File: config.mk
export PLATFORM = sky130hd
export DESIGN_NAME = read_base_composition_filter_top
export DESIGN_NICKNAME = d
export VERILOG_FILES = /design/src/rbcf_pkg.sv /design/src/read_base_composition_filter_top.sv /design/src/rbcf_front.sv /design/src/rbcf_queue.sv /design/src/rbcf_back.sv
export VERILOG_INCLUDE_DIRS = /design/src /design/src/src
export SDC_FILE = /design/constraint.sdc
export NUM_CORES = 2
export LEC_CHECK = 0
export ABC_CLOCK_PERIOD_IN_PS = 17000
export BUFFER_PORTS_ARGS = -buffer_cell sky130_fd_sc_hd__buf_2
export CELL_PAD_IN_SITES_DETAIL_PLACEMENT = 0
export CELL_PAD_IN_SITES_GLOBAL_PLACEMENT = 1
export CORE_MARGIN = 2
export CORE_UTILIZATION = 40
export CTS_CLUSTER_SIZE = 10
export DETAILED_ROUTE_END_ITERATION = 8
export GPL_TIMING_DRIVEN = 0
export PLACE_DENSITY_LB_ADDON = 0.3
export SYNTH_ARGS = -nofsm -noshare
export SYNTH_HDL_FRONTEND = slang
export SYNTH_SLANG_ARGS = --single-unit
File: constraint.sdc
create_clock -name clk -period 17 [get_ports clk]
set_input_delay 0.85 -clock clk [delete_from_list [all_inputs] [get_ports clk]]
set_output_delay 0.85 -clock clk [all_outputs]
set_load 0.03 [all_outputs]
File: src/assert_macros.svh
// Assertion helpers shared by the RTL.
`ifndef ASSERT_MACROS_SVH
`define ASSERT_MACROS_SVH

`ifndef SYNTHESIS
// same-cycle implication
`define ASSERT_IMPLIES(label, clk, rst, ante, cons) \
  label: assert property (@(posedge clk) disable iff (rst) (ante) |-> (cons)) \
    else $error("assertion failed");
// next-cycle implication
`define ASSERT_NEXT(label, clk, rst, ante, cons) \
  label: assert property (@(posedge clk) disable iff (rst) (ante) |=> (cons)) \
    else $error("assertion failed");
`else
`define ASSERT_IMPLIES(label, clk, rst, ante, cons)
`define ASSERT_NEXT(label, clk, rst, ante, cons)
`endif

`endif

File: src/rbcf_pkg.sv
`default_nettype none

package rbcf_pkg;

  localparam int LENGTH_BITS = 16;
  localparam int FRAC_W      = 16;
  localparam int LIMIT_W     = FRAC_W + 1;
  localparam int PROD_W      = LIMIT_W + LENGTH_BITS;
  localparam int NUM_CLS     = 5;
  localparam int QUEUE_DEPTH = 4;
  localparam int QPTR_W      = $clog2(QUEUE_DEPTH);
  localparam int CFG_DATA_W  = LIMIT_W;
  localparam int REG_INDEX_W = 3;

  typedef logic [2:0] class_t;
  localparam class_t CLS_A = 3'd0;
  localparam class_t CLS_C = 3'd1;
  localparam class_t CLS_G = 3'd2;
  localparam class_t CLS_T = 3'd3;
  localparam class_t CLS_N = 3'd4;

  localparam logic [7:0] CHAR_A  = 8'h41;
  localparam logic [7:0] CHAR_C  = 8'h43;
  localparam logic [7:0] CHAR_G  = 8'h47;
  localparam logic [7:0] CHAR_T  = 8'h54;
  localparam logic [7:0] CHAR_N  = 8'h4E;
  localparam logic [7:0] CHAR_LA = 8'h61;
  localparam logic [7:0] CHAR_LC = 8'h63;
  localparam logic [7:0] CHAR_LG = 8'h67;
  localparam logic [7:0] CHAR_LT = 8'h74;

  typedef logic [REG_INDEX_W-1:0] reg_index_t;
  localparam reg_index_t REG_LIMIT_A       = 3'd0;
  localparam reg_index_t REG_LIMIT_C       = 3'd1;
  localparam reg_index_t REG_LIMIT_G       = 3'd2;
  localparam reg_index_t REG_LIMIT_T       = 3'd3;
  localparam reg_index_t REG_LIMIT_N       = 3'd4;
  localparam reg_index_t REG_QUALITY_SHIFT = 3'd5;

  localparam logic [LIMIT_W-1:0] LIMIT_ACGT_RESET = 17'd58982;
  localparam logic [LIMIT_W-1:0] LIMIT_N_RESET    = 17'd6554;

  typedef struct packed {
    logic [7:0] base_char;
    logic [7:0] quality_char;
    logic       read_end;
  } item_t;

  typedef struct packed {
    logic [7:0]  base_out;
    logic [7:0]  quality_out;
    logic        read_done;
    logic        keep_read;
    logic [31:0] read_number;
    logic [31:0] dropped_total;
  } result_t;

  // limit[i] belongs to class code i
  typedef struct packed {
    logic [NUM_CLS-1:0][LIMIT_W-1:0] limit;
    logic signed [7:0]               quality_shift;
  } cfg_t;

  typedef struct packed {
    class_t     cls;
    logic [7:0] quality;
    logic       last;
  } entry_t;

  function automatic class_t classify(input logic [7:0] c);
    class_t cls;
    unique case (c) inside
      CHAR_A, CHAR_LA: cls = CLS_A;
      CHAR_C, CHAR_LC: cls = CLS_C;
      CHAR_G, CHAR_LG: cls = CLS_G;
      CHAR_T, CHAR_LT: cls = CLS_T;
      default:         cls = CLS_N;
    endcase
    return cls;
  endfunction

  function automatic logic [7:0] class_char(input class_t cls);
    logic [7:0] c;
    unique case (cls)
      CLS_A:   c = CHAR_A;
      CLS_C:   c = CHAR_C;
      CLS_G:   c = CHAR_G;
      CLS_T:   c = CHAR_T;
      default: c = CHAR_N;
    endcase
    return c;
  endfunction

  function automatic logic [LENGTH_BITS-1:0] sat_inc_len(input logic [LENGTH_BITS-1:0] v);
    return (v == '1) ? v : v + 1'b1;
  endfunction

  function automatic logic [31:0] sat_inc32(input logic [31:0] v);
    return (v == '1) ? v : v + 1'b1;
  endfunction

endpackage

`default_nettype wire

File: src/read_base_composition_filter_top.sv
//  channel  | dir | handshake                  | payload
//  ---------+-----+----------------------------+-----------------------------------
//  item     | in  | item_valid / item_stall    | item_t: base, quality, read_end
//  result   | out | result_valid / result_stall| result_t: base, quality, verdict
//  config   | in  | wr_en (no handshake back)  | wr_index, wr_data
//
//  One item per cycle sustained while no result stall backs up; each item
//  yields one result, registered in the queue, then the accumulate, multiply
//  and output stages. The five limit-by-length multiplies sit in their own
//  stage; throughput is set by the per-item count update.
//  Synchronous active-high reset clears counts, totals and all valid flags.
//  A result stall backs up through the pipeline and the 4-entry queue
//  before item_stall rises.
`default_nettype none
`include "assert_macros.svh"

module read_base_composition_filter_top (
  input  wire logic                                clk,
  input  wire logic                                rst,
  // input items
  input  wire logic                                item_valid,
  output logic                                     item_stall,
  input  wire rbcf_pkg::item_t                     item,
  // results
  output logic                                     result_valid,
  input  wire logic                                result_stall,
  output rbcf_pkg::result_t                        result,
  // configuration writes
  input  wire logic                                wr_en,
  input  wire logic [rbcf_pkg::REG_INDEX_W-1:0]    wr_index,
  input  wire logic [rbcf_pkg::CFG_DATA_W-1:0]     wr_data
);
  import rbcf_pkg::*;

  cfg_t   cfg;
  logic   q_full;
  logic   q_push;
  entry_t q_entry;
  logic   q_pop;
  logic   q_head_valid;
  entry_t q_head;

  // Register file. Writes to unused indexes are dropped.
  always_ff @(posedge clk) begin
    if (rst) begin
      cfg.limit[CLS_A]  <= LIMIT_ACGT_RESET;
      cfg.limit[CLS_C]  <= LIMIT_ACGT_RESET;
      cfg.limit[CLS_G]  <= LIMIT_ACGT_RESET;
      cfg.limit[CLS_T]  <= LIMIT_ACGT_RESET;
      cfg.limit[CLS_N]  <= LIMIT_N_RESET;
      cfg.quality_shift <= '0;
    end else if (wr_en) begin
      unique case (wr_index)
        REG_LIMIT_A:       cfg.limit[CLS_A]  <= wr_data;
        REG_LIMIT_C:       cfg.limit[CLS_C]  <= wr_data;
        REG_LIMIT_G:       cfg.limit[CLS_G]  <= wr_data;
        REG_LIMIT_T:       cfg.limit[CLS_T]  <= wr_data;
        REG_LIMIT_N:       cfg.limit[CLS_N]  <= wr_data;
        REG_QUALITY_SHIFT: cfg.quality_shift <= wr_data[7:0];
        default: ;
      endcase
    end
  end

  // front: classify base, shift quality, push into the queue
  rbcf_front u_front (
    .item_valid (item_valid),
    .item_stall (item_stall),
    .item       (item),
    .cfg        (cfg),
    .q_full     (q_full),
    .q_push     (q_push),
    .q_entry    (q_entry)
  );

  // decouples input stalls from the counting pipeline
  rbcf_queue u_queue (
    .clk        (clk),
    .rst        (rst),
    .push       (q_push),
    .push_entry (q_entry),
    .full       (q_full),
    .pop        (q_pop),
    .head_valid (q_head_valid),
    .head       (q_head)
  );

  // back: per-read counts, verdict, read and drop totals, output register
  rbcf_back u_back (
    .clk          (clk),
    .rst          (rst),
    .cfg          (cfg),
    .head_valid   (q_head_valid),
    .head         (q_head),
    .pop          (q_pop),
    .result_valid (result_valid),
    .result_stall (result_stall),
    .result       (result)
  );

  // verdict only on the last base of a read
  `ASSERT_IMPLIES(a_keep_only_on_done, clk, rst, result_valid && !result.read_done, !result.keep_read)
  // drops never outnumber reads
  `ASSERT_IMPLIES(a_drops_bounded, clk, rst, result_valid, result.dropped_total <= result.read_number)
  // a dropped read is counted in the running total
  `ASSERT_IMPLIES(a_drop_counted, clk, rst, result_valid && result.read_done && !result.keep_read, result.dropped_total != 32'd0)
  // read number holds within a read
  `ASSERT_NEXT(a_number_holds, clk, rst, result_valid && !result_stall && !result.read_done, !result_valid || result.read_number == $past(result.read_number))
  // read number steps after a read ends
  `ASSERT_NEXT(a_number_steps, clk, rst, result_valid && !result_stall && result.read_done && result.read_number != 32'hFFFF_FFFF, !result_valid || result.read_number == $past(result.read_number) + 32'd1)

endmodule

`default_nettype wire

File: src/rbcf_front.sv
`default_nettype none

// Accepts items, classifies the base and applies the quality shift.
module rbcf_front (
  input  wire logic            item_valid,
  output logic                 item_stall,
  input  wire rbcf_pkg::item_t item,
  input  wire rbcf_pkg::cfg_t  cfg,
  input  wire logic            q_full,
  output logic                 q_push,
  output rbcf_pkg::entry_t     q_entry
);
  import rbcf_pkg::*;

  assign item_stall = q_full;
  assign q_push     = item_valid && !q_full;

  always_comb begin
    q_entry.cls     = classify(item.base_char);
    q_entry.quality = item.quality_char + cfg.quality_shift;
    q_entry.last    = item.read_end;
  end

endmodule

`default_nettype wire

File: src/rbcf_queue.sv
`default_nettype none

// Small FIFO between classifier and accumulator.
module rbcf_queue (
  input  wire logic             clk,
  input  wire logic             rst,
  input  wire logic             push,
  input  wire rbcf_pkg::entry_t push_entry,
  output logic                  full,
  input  wire logic             pop,
  output logic                  head_valid,
  output rbcf_pkg::entry_t      head
);
  import rbcf_pkg::*;

  entry_t            slots [QUEUE_DEPTH];
  logic [QPTR_W-1:0] wr_ptr;
  logic [QPTR_W-1:0] rd_ptr;
  logic [QPTR_W:0]   fill;

  assign full       = (fill == (QPTR_W + 1)'(QUEUE_DEPTH));
  assign head_valid = (fill != '0);
  assign head       = slots[rd_ptr];

  always_ff @(posedge clk) begin
    if (rst) begin
      wr_ptr <= '0;
      rd_ptr <= '0;
      fill   <= '0;
    end else begin
      if (push) begin
        wr_ptr <= wr_ptr + 1'b1;
      end
      if (pop) begin
        rd_ptr <= rd_ptr + 1'b1;
      end
      if (push && !pop) begin
        fill <= fill + 1'b1;
      end else if (pop && !push) begin
        fill <= fill - 1'b1;
      end
    end
  end

  always_ff @(posedge clk) begin
    if (push) begin
      slots[wr_ptr] <= push_entry;
    end
  end

endmodule

`default_nettype wire

File: src/rbcf_back.sv
`default_nettype none

// Counts classes, cross-multiplies limits by length, issues the verdict.
// Stages: accumulate -> multiply -> verdict/output register.
module rbcf_back (
  input  wire logic             clk,
  input  wire logic             rst,
  input  wire rbcf_pkg::cfg_t   cfg,
  input  wire logic             head_valid,
  input  wire rbcf_pkg::entry_t head,
  output logic                  pop,
  output logic                  result_valid,
  input  wire logic             result_stall,
  output rbcf_pkg::result_t     result
);
  import rbcf_pkg::*;

  typedef struct packed {
    class_t                              cls;
    logic [7:0]                          quality;
    logic                                last;
    logic [NUM_CLS-1:0][LENGTH_BITS-1:0] cnt;
    logic [LENGTH_BITS-1:0]              len;
  } acc_stage_t;

  typedef struct packed {
    class_t                              cls;
    logic [7:0]                          quality;
    logic                                last;
    logic [NUM_CLS-1:0][LENGTH_BITS-1:0] cnt;
    logic [NUM_CLS-1:0][PROD_W-1:0]      prod;
  } mul_stage_t;

  logic [NUM_CLS-1:0][LENGTH_BITS-1:0] cnt;
  logic [NUM_CLS-1:0][LENGTH_BITS-1:0] cnt_next;
  logic [LENGTH_BITS-1:0]              len;
  logic [LENGTH_BITS-1:0]              len_next;
  acc_stage_t                          s1;
  logic                                s1_valid;
  mul_stage_t                          s2;
  logic                                s2_valid;
  logic [31:0]                         reads_seen;
  logic [31:0]                         reads_dropped;

  logic                 s1_ready;
  logic                 s2_ready;
  logic                 out_ready;
  logic                 s1_move;
  logic                 out_load;
  logic [NUM_CLS-1:0]   over;
  logic                 drop;
  logic [31:0]          number_next;
  logic [31:0]          dropped_next;

  assign out_ready = !result_valid || !result_stall;
  assign s2_ready  = !s2_valid || out_ready;
  assign s1_ready  = !s1_valid || s2_ready;
  assign pop       = head_valid && s1_ready;
  assign s1_move   = s1_valid && s2_ready;
  assign out_load  = s2_valid && out_ready;

  // saturating counts including the incoming base
  always_comb begin
    for (int i = 0; i < NUM_CLS; i++) begin
      cnt_next[i] = (head.cls == class_t'(i)) ? sat_inc_len(cnt[i]) : cnt[i];
    end
    len_next = sat_inc_len(len);
  end

  // A/C/G/T strictly over the limit, N at or over
  always_comb begin
    for (int i = 0; i < NUM_CLS; i++) begin
      if (i == int'(CLS_N)) begin
        over[i] = {1'b0, s2.cnt[i], {FRAC_W{1'b0}}} >= s2.prod[i];
      end else begin
        over[i] = {1'b0, s2.cnt[i], {FRAC_W{1'b0}}} > s2.prod[i];
      end
    end
    drop         = s2.last && (|over);
    number_next  = sat_inc32(reads_seen);
    dropped_next = drop ? sat_inc32(reads_dropped) : reads_dropped;
  end

  always_ff @(posedge clk) begin
    if (rst) begin
      cnt           <= '0;
      len           <= '0;
      s1_valid      <= 1'b0;
      s2_valid      <= 1'b0;
      result_valid  <= 1'b0;
      reads_seen    <= '0;
      reads_dropped <= '0;
    end else begin
      if (pop) begin
        cnt <= head.last ? '0 : cnt_next;
        len <= head.last ? '0 : len_next;
      end
      if (s1_ready) begin
        s1_valid <= head_valid;
      end
      if (s2_ready) begin
        s2_valid <= s1_valid;
      end
      if (out_ready) begin
        result_valid <= s2_valid;
      end
      if (out_load && s2.last) begin
        reads_seen    <= number_next;
        reads_dropped <= dropped_next;
      end
    end
  end

  always_ff @(posedge clk) begin
    if (pop) begin
      s1.cls     <= head.cls;
      s1.quality <= head.quality;
      s1.last    <= head.last;
      s1.cnt     <= cnt_next;
      s1.len     <= len_next;
    end
    if (s1_move) begin
      s2.cls     <= s1.cls;
      s2.quality <= s1.quality;
      s2.last    <= s1.last;
      s2.cnt     <= s1.cnt;
      for (int i = 0; i < NUM_CLS; i++) begin
        s2.prod[i] <= {{LENGTH_BITS{1'b0}}, cfg.limit[i]} * {{LIMIT_W{1'b0}}, s1.len};
      end
    end
    if (out_load) begin
      result.base_out      <= class_char(s2.cls);
      result.quality_out   <= s2.quality;
      result.read_done     <= s2.last;
      result.keep_read     <= s2.last && !drop;
      result.read_number   <= number_next;
      result.dropped_total <= dropped_next;
    end
  end

endmodule

`default_nettype wire

==> results.md <==
- Status: completed
- Crit Path Category: reg -> reg
- Yosys top cell by area: fa_1
- RD Place Congestion: 0.968
- CORE AREA: 0.188 mm2
- Crit Path Max Fanout: 11
- Crit path capture type: register
- PortBufs: 120
- Max incr delay on CP: 1.14 ns
- Type of the worst min-delay path: in -> reg
- Layout area overhead: 9.56%
- Cell depth of the worst setup path: 22
- Cells after synthesis: 7713
- Reg clk slew, reported paths: 0.06 ns
- First-pass iteration count of the detailed router: 6
- Placement Rows: 159
- Register area share after synthesis: 26.6%
- TritonCTS Buffers: 95
- Setup bufs post-CTS: 0
- Most instantiated cells after synthesis: 1289 x inv_1, 1057 x nand2_1, 1042 x fa_1, 656 x and2_1, 625 x ha_1
- R2r setup slk: 7.88 ns
- Via count: 55.9k
- Vias per cell: 5.30
- CP dominant cell by count: fa_1
- Setup violations, final: 0
- Post-CTS Hold Buffers: 0
- Fmax: 0.110 GHz
- CP Data Required Time: 17.40 ns
- Seq cells post-synth: 757
- Synth Flop Type: edfxtp_1
- Syn Area/Cell: 9.80 um2
- Share of cells above drive strength 1: 4.57%
- Gr ovfl total: 0
- Clock latency on the worst-skew pair: 0.75 ns
- Die height: 439 um
- Initial Utilization: 40.2%
- Max-cap check violation count: 0
- RR Startpoint: u_back.s1[13]
- Most common cell in the netlist: inv_1
- Root buffer cell: clkbuf_16
- Worst setup path startpoint: u_back.s1[13]
- Yosys top cell area share: 27.6%
- Count of cell types in the netlist: 96
- Initial drt markers: 4522
- Final worst path period share: 53.7%
- Final core occ: 44.1%
- Synth top area cells: fa_1 28%, edfxtp_1 20%, ha_1 10%
- Total track usage: 25.8%
- Sequential cell area: 0.0201 mm2
- Cells along the critical path: clkbuf_1 > clkbuf_1 > nand2_1 > fa_1 > fa_1 > inv_1 > fa_1 > fa_1 > fa_1 > inv_1 > fa_1 > inv_1 > ha_1 > nand3_1 > or2_2 > nand4bb_1 > and2_1 > or3_1 > a21oi_1 > nand2_1 > and3_1 > nor3_1
- RSZ-0062 raised after global routing: false
- I/O pin total: 126
- Post-synth EDFFs: 492
- Number of global-route vias before repair: 57.6k
- Final nets: 9657
- Largest net degree at the start of global routing: 51
- Normalized max-slew margin: 0.764%
- CTS tree: done
- Antenna violations before repair: 51
- Last element of the critical path: u_back.s2[125]
- Final-report max-slew violation count: 0
- Post-CTS Resized: 0
- Multi-input gate area: 0.0493 mm2
- First-pass GRT wire length: 369000 um
- Slowest-stage cell, CP: clkbuf_1
- Post-route ant nets: 0
- Fillers: 18.3k
- Ys async rst share: 0%
- Startpoint types: register
- Reg2Reg Capture Point: u_back.s2[125]
- Total wire length: 245000 um
- Family with the most delay on the worst path: adder cells
- WP buf/inv: 5
- Clock Path Buffers: 3
- Synthesized area: 0.0756 mm2
- H-tree levels: 3
- Fin. Hold Viols: 0
- Final min period: 9.12 ns
- Die Wd: 439 um
- Tightest Pin Transition: 1.49 ns
- YS warnings: 0
- Clock Skews: 0.0625 ns
- Setup TNS: 0 ns
- Remaining DRCs: 0
- DP HPWL: 193000 um
- Routed len/inst: 23.3 um
- Total die area: 0.192 mm2
- Worst EP arrival: 9.53 ns
- Clk sinks: 757
- Worst-case reg-to-reg path depth: 22
==> metal layers <==
| layer | vias to the layer above | GRT usage [%] | routed length, um |
|---|---|---|---|
| met2 | 2189 | 39.4 | 107000 |
| li1 | 25000 | - | - |
| met1 | 28200 | 34.3 | 102000 |
| met5 | - | 0 | 96 |
| met4 | 14 | 11.9 | 12600 |
| met3 | 552 | 6.78 | 23000 |
==> layout make-up <==
type | instances | share of cell area [%]
plain buffers | 350 | 1.65
flip-flops and latches | 757 | 24.2
well taps | 2495 | 3.77
repair buffers | 137 | 1.16
clock buffers | 159 | 3.38
inverters | 1290 | 5.85
clock inverters | 20 | 0.292
diodes | 25 | 0.0756
multi-input cells | 5317 | 59.6
==> stage by stage <==
| stage | hold WS [ns] | instances | setup slack (ns) | area (um2) |
|---|---|---|---|---|
| floorplan | 0.400 | 7714 | 3.70 | 75600 |
| global placement | 0.401 | 10300 | -2.78 | 79300 |
| detailed placement | 0.405 | 10300 | 8.17 | 79600 |
| CTS | 0.334 | 10500 | 8.08 | 82700 |
| global route | 0.362 | 10500 | 7.80 | 82800 |
| finish | 0.385 | 10600 | 7.88 | 82800 |
==> logic make-up after synthesis <==
family / share of synthesized area [%]
mux: 1.07
other cells: 0.00994
xor+xnor: 3.45
compound gates: 5.91
flops: 26.6
buf+inv: 8.19
fa+ha+maj: 37.9
simple gates: 16.9
==> cell usage in the layout, fill, tap and decap left out, types with 19 or more instances in the layout <==
cell	count
a211oi_1	21
a21o_1	86
a21oi_1	244
a22oi_1	77
a31oi_1	22
and2_1	655
and3_1	46
buf_2	128
clkbuf_1	369
clkbuf_16	99
dfxtp_1	265
diode_2	25
edfxtp_1	492
fa_1	1042
ha_1	625
inv_1	1289
mux2_2	36
nand2_1	1057
nand2b_1	19
nand3_1	107
nand3b_1	51
nand4_1	61
nor2_1	322
nor2b_1	44
nor3_1	72
nor4_1	50
o21a_1	25
o21ai_0	113
o21bai_1	26
or3_1	29
xnor2_1	179
xor2_1	119
==> registers in the layout, indices dropped and copies added (netlist names), named ones only <==
| name | count |
|---|---|
| u_back.s2 | 257 |
| u_back.s1 | 108 |
| cfg | 93 |
| u_back.cnt | 80 |
| u_back.result | 79 |
| u_queue.slots | 48 |
| u_back.reads_dropped | 32 |
| u_back.reads_seen | 32 |
| u_back.len | 16 |
| u_queue.fill | 3 |
| u_queue.rd_ptr | 2 |
| u_queue.wr_ptr | 2 |
| u_back.result_valid | 1 |
| u_back.s1_valid | 1 |
| u_back.s2_valid | 1 |
==> worst min path at each step <==
stage | start | endpoint | slack, ns | depth (start not counted)
floorplan | u_back.s2[246] | u_back.result[66] | 0.40 | 0
global placement | u_back.s1[99] | u_back.s2[248] | 0.40 | 0
detailed placement | u_back.s2[247] | u_back.result[67] | 0.40 | 0
CTS | item[0] | u_queue.slots[2][0] | 0.33 | 1
global route | item[0] | u_queue.slots[2][0] | 0.36 | 1
finish | item[0] | u_queue.slots[2][0] | 0.39 | 1
Power is not shown: default switching activity piles up to over one toggle a cycle in this logic, so the estimate is an artifact.
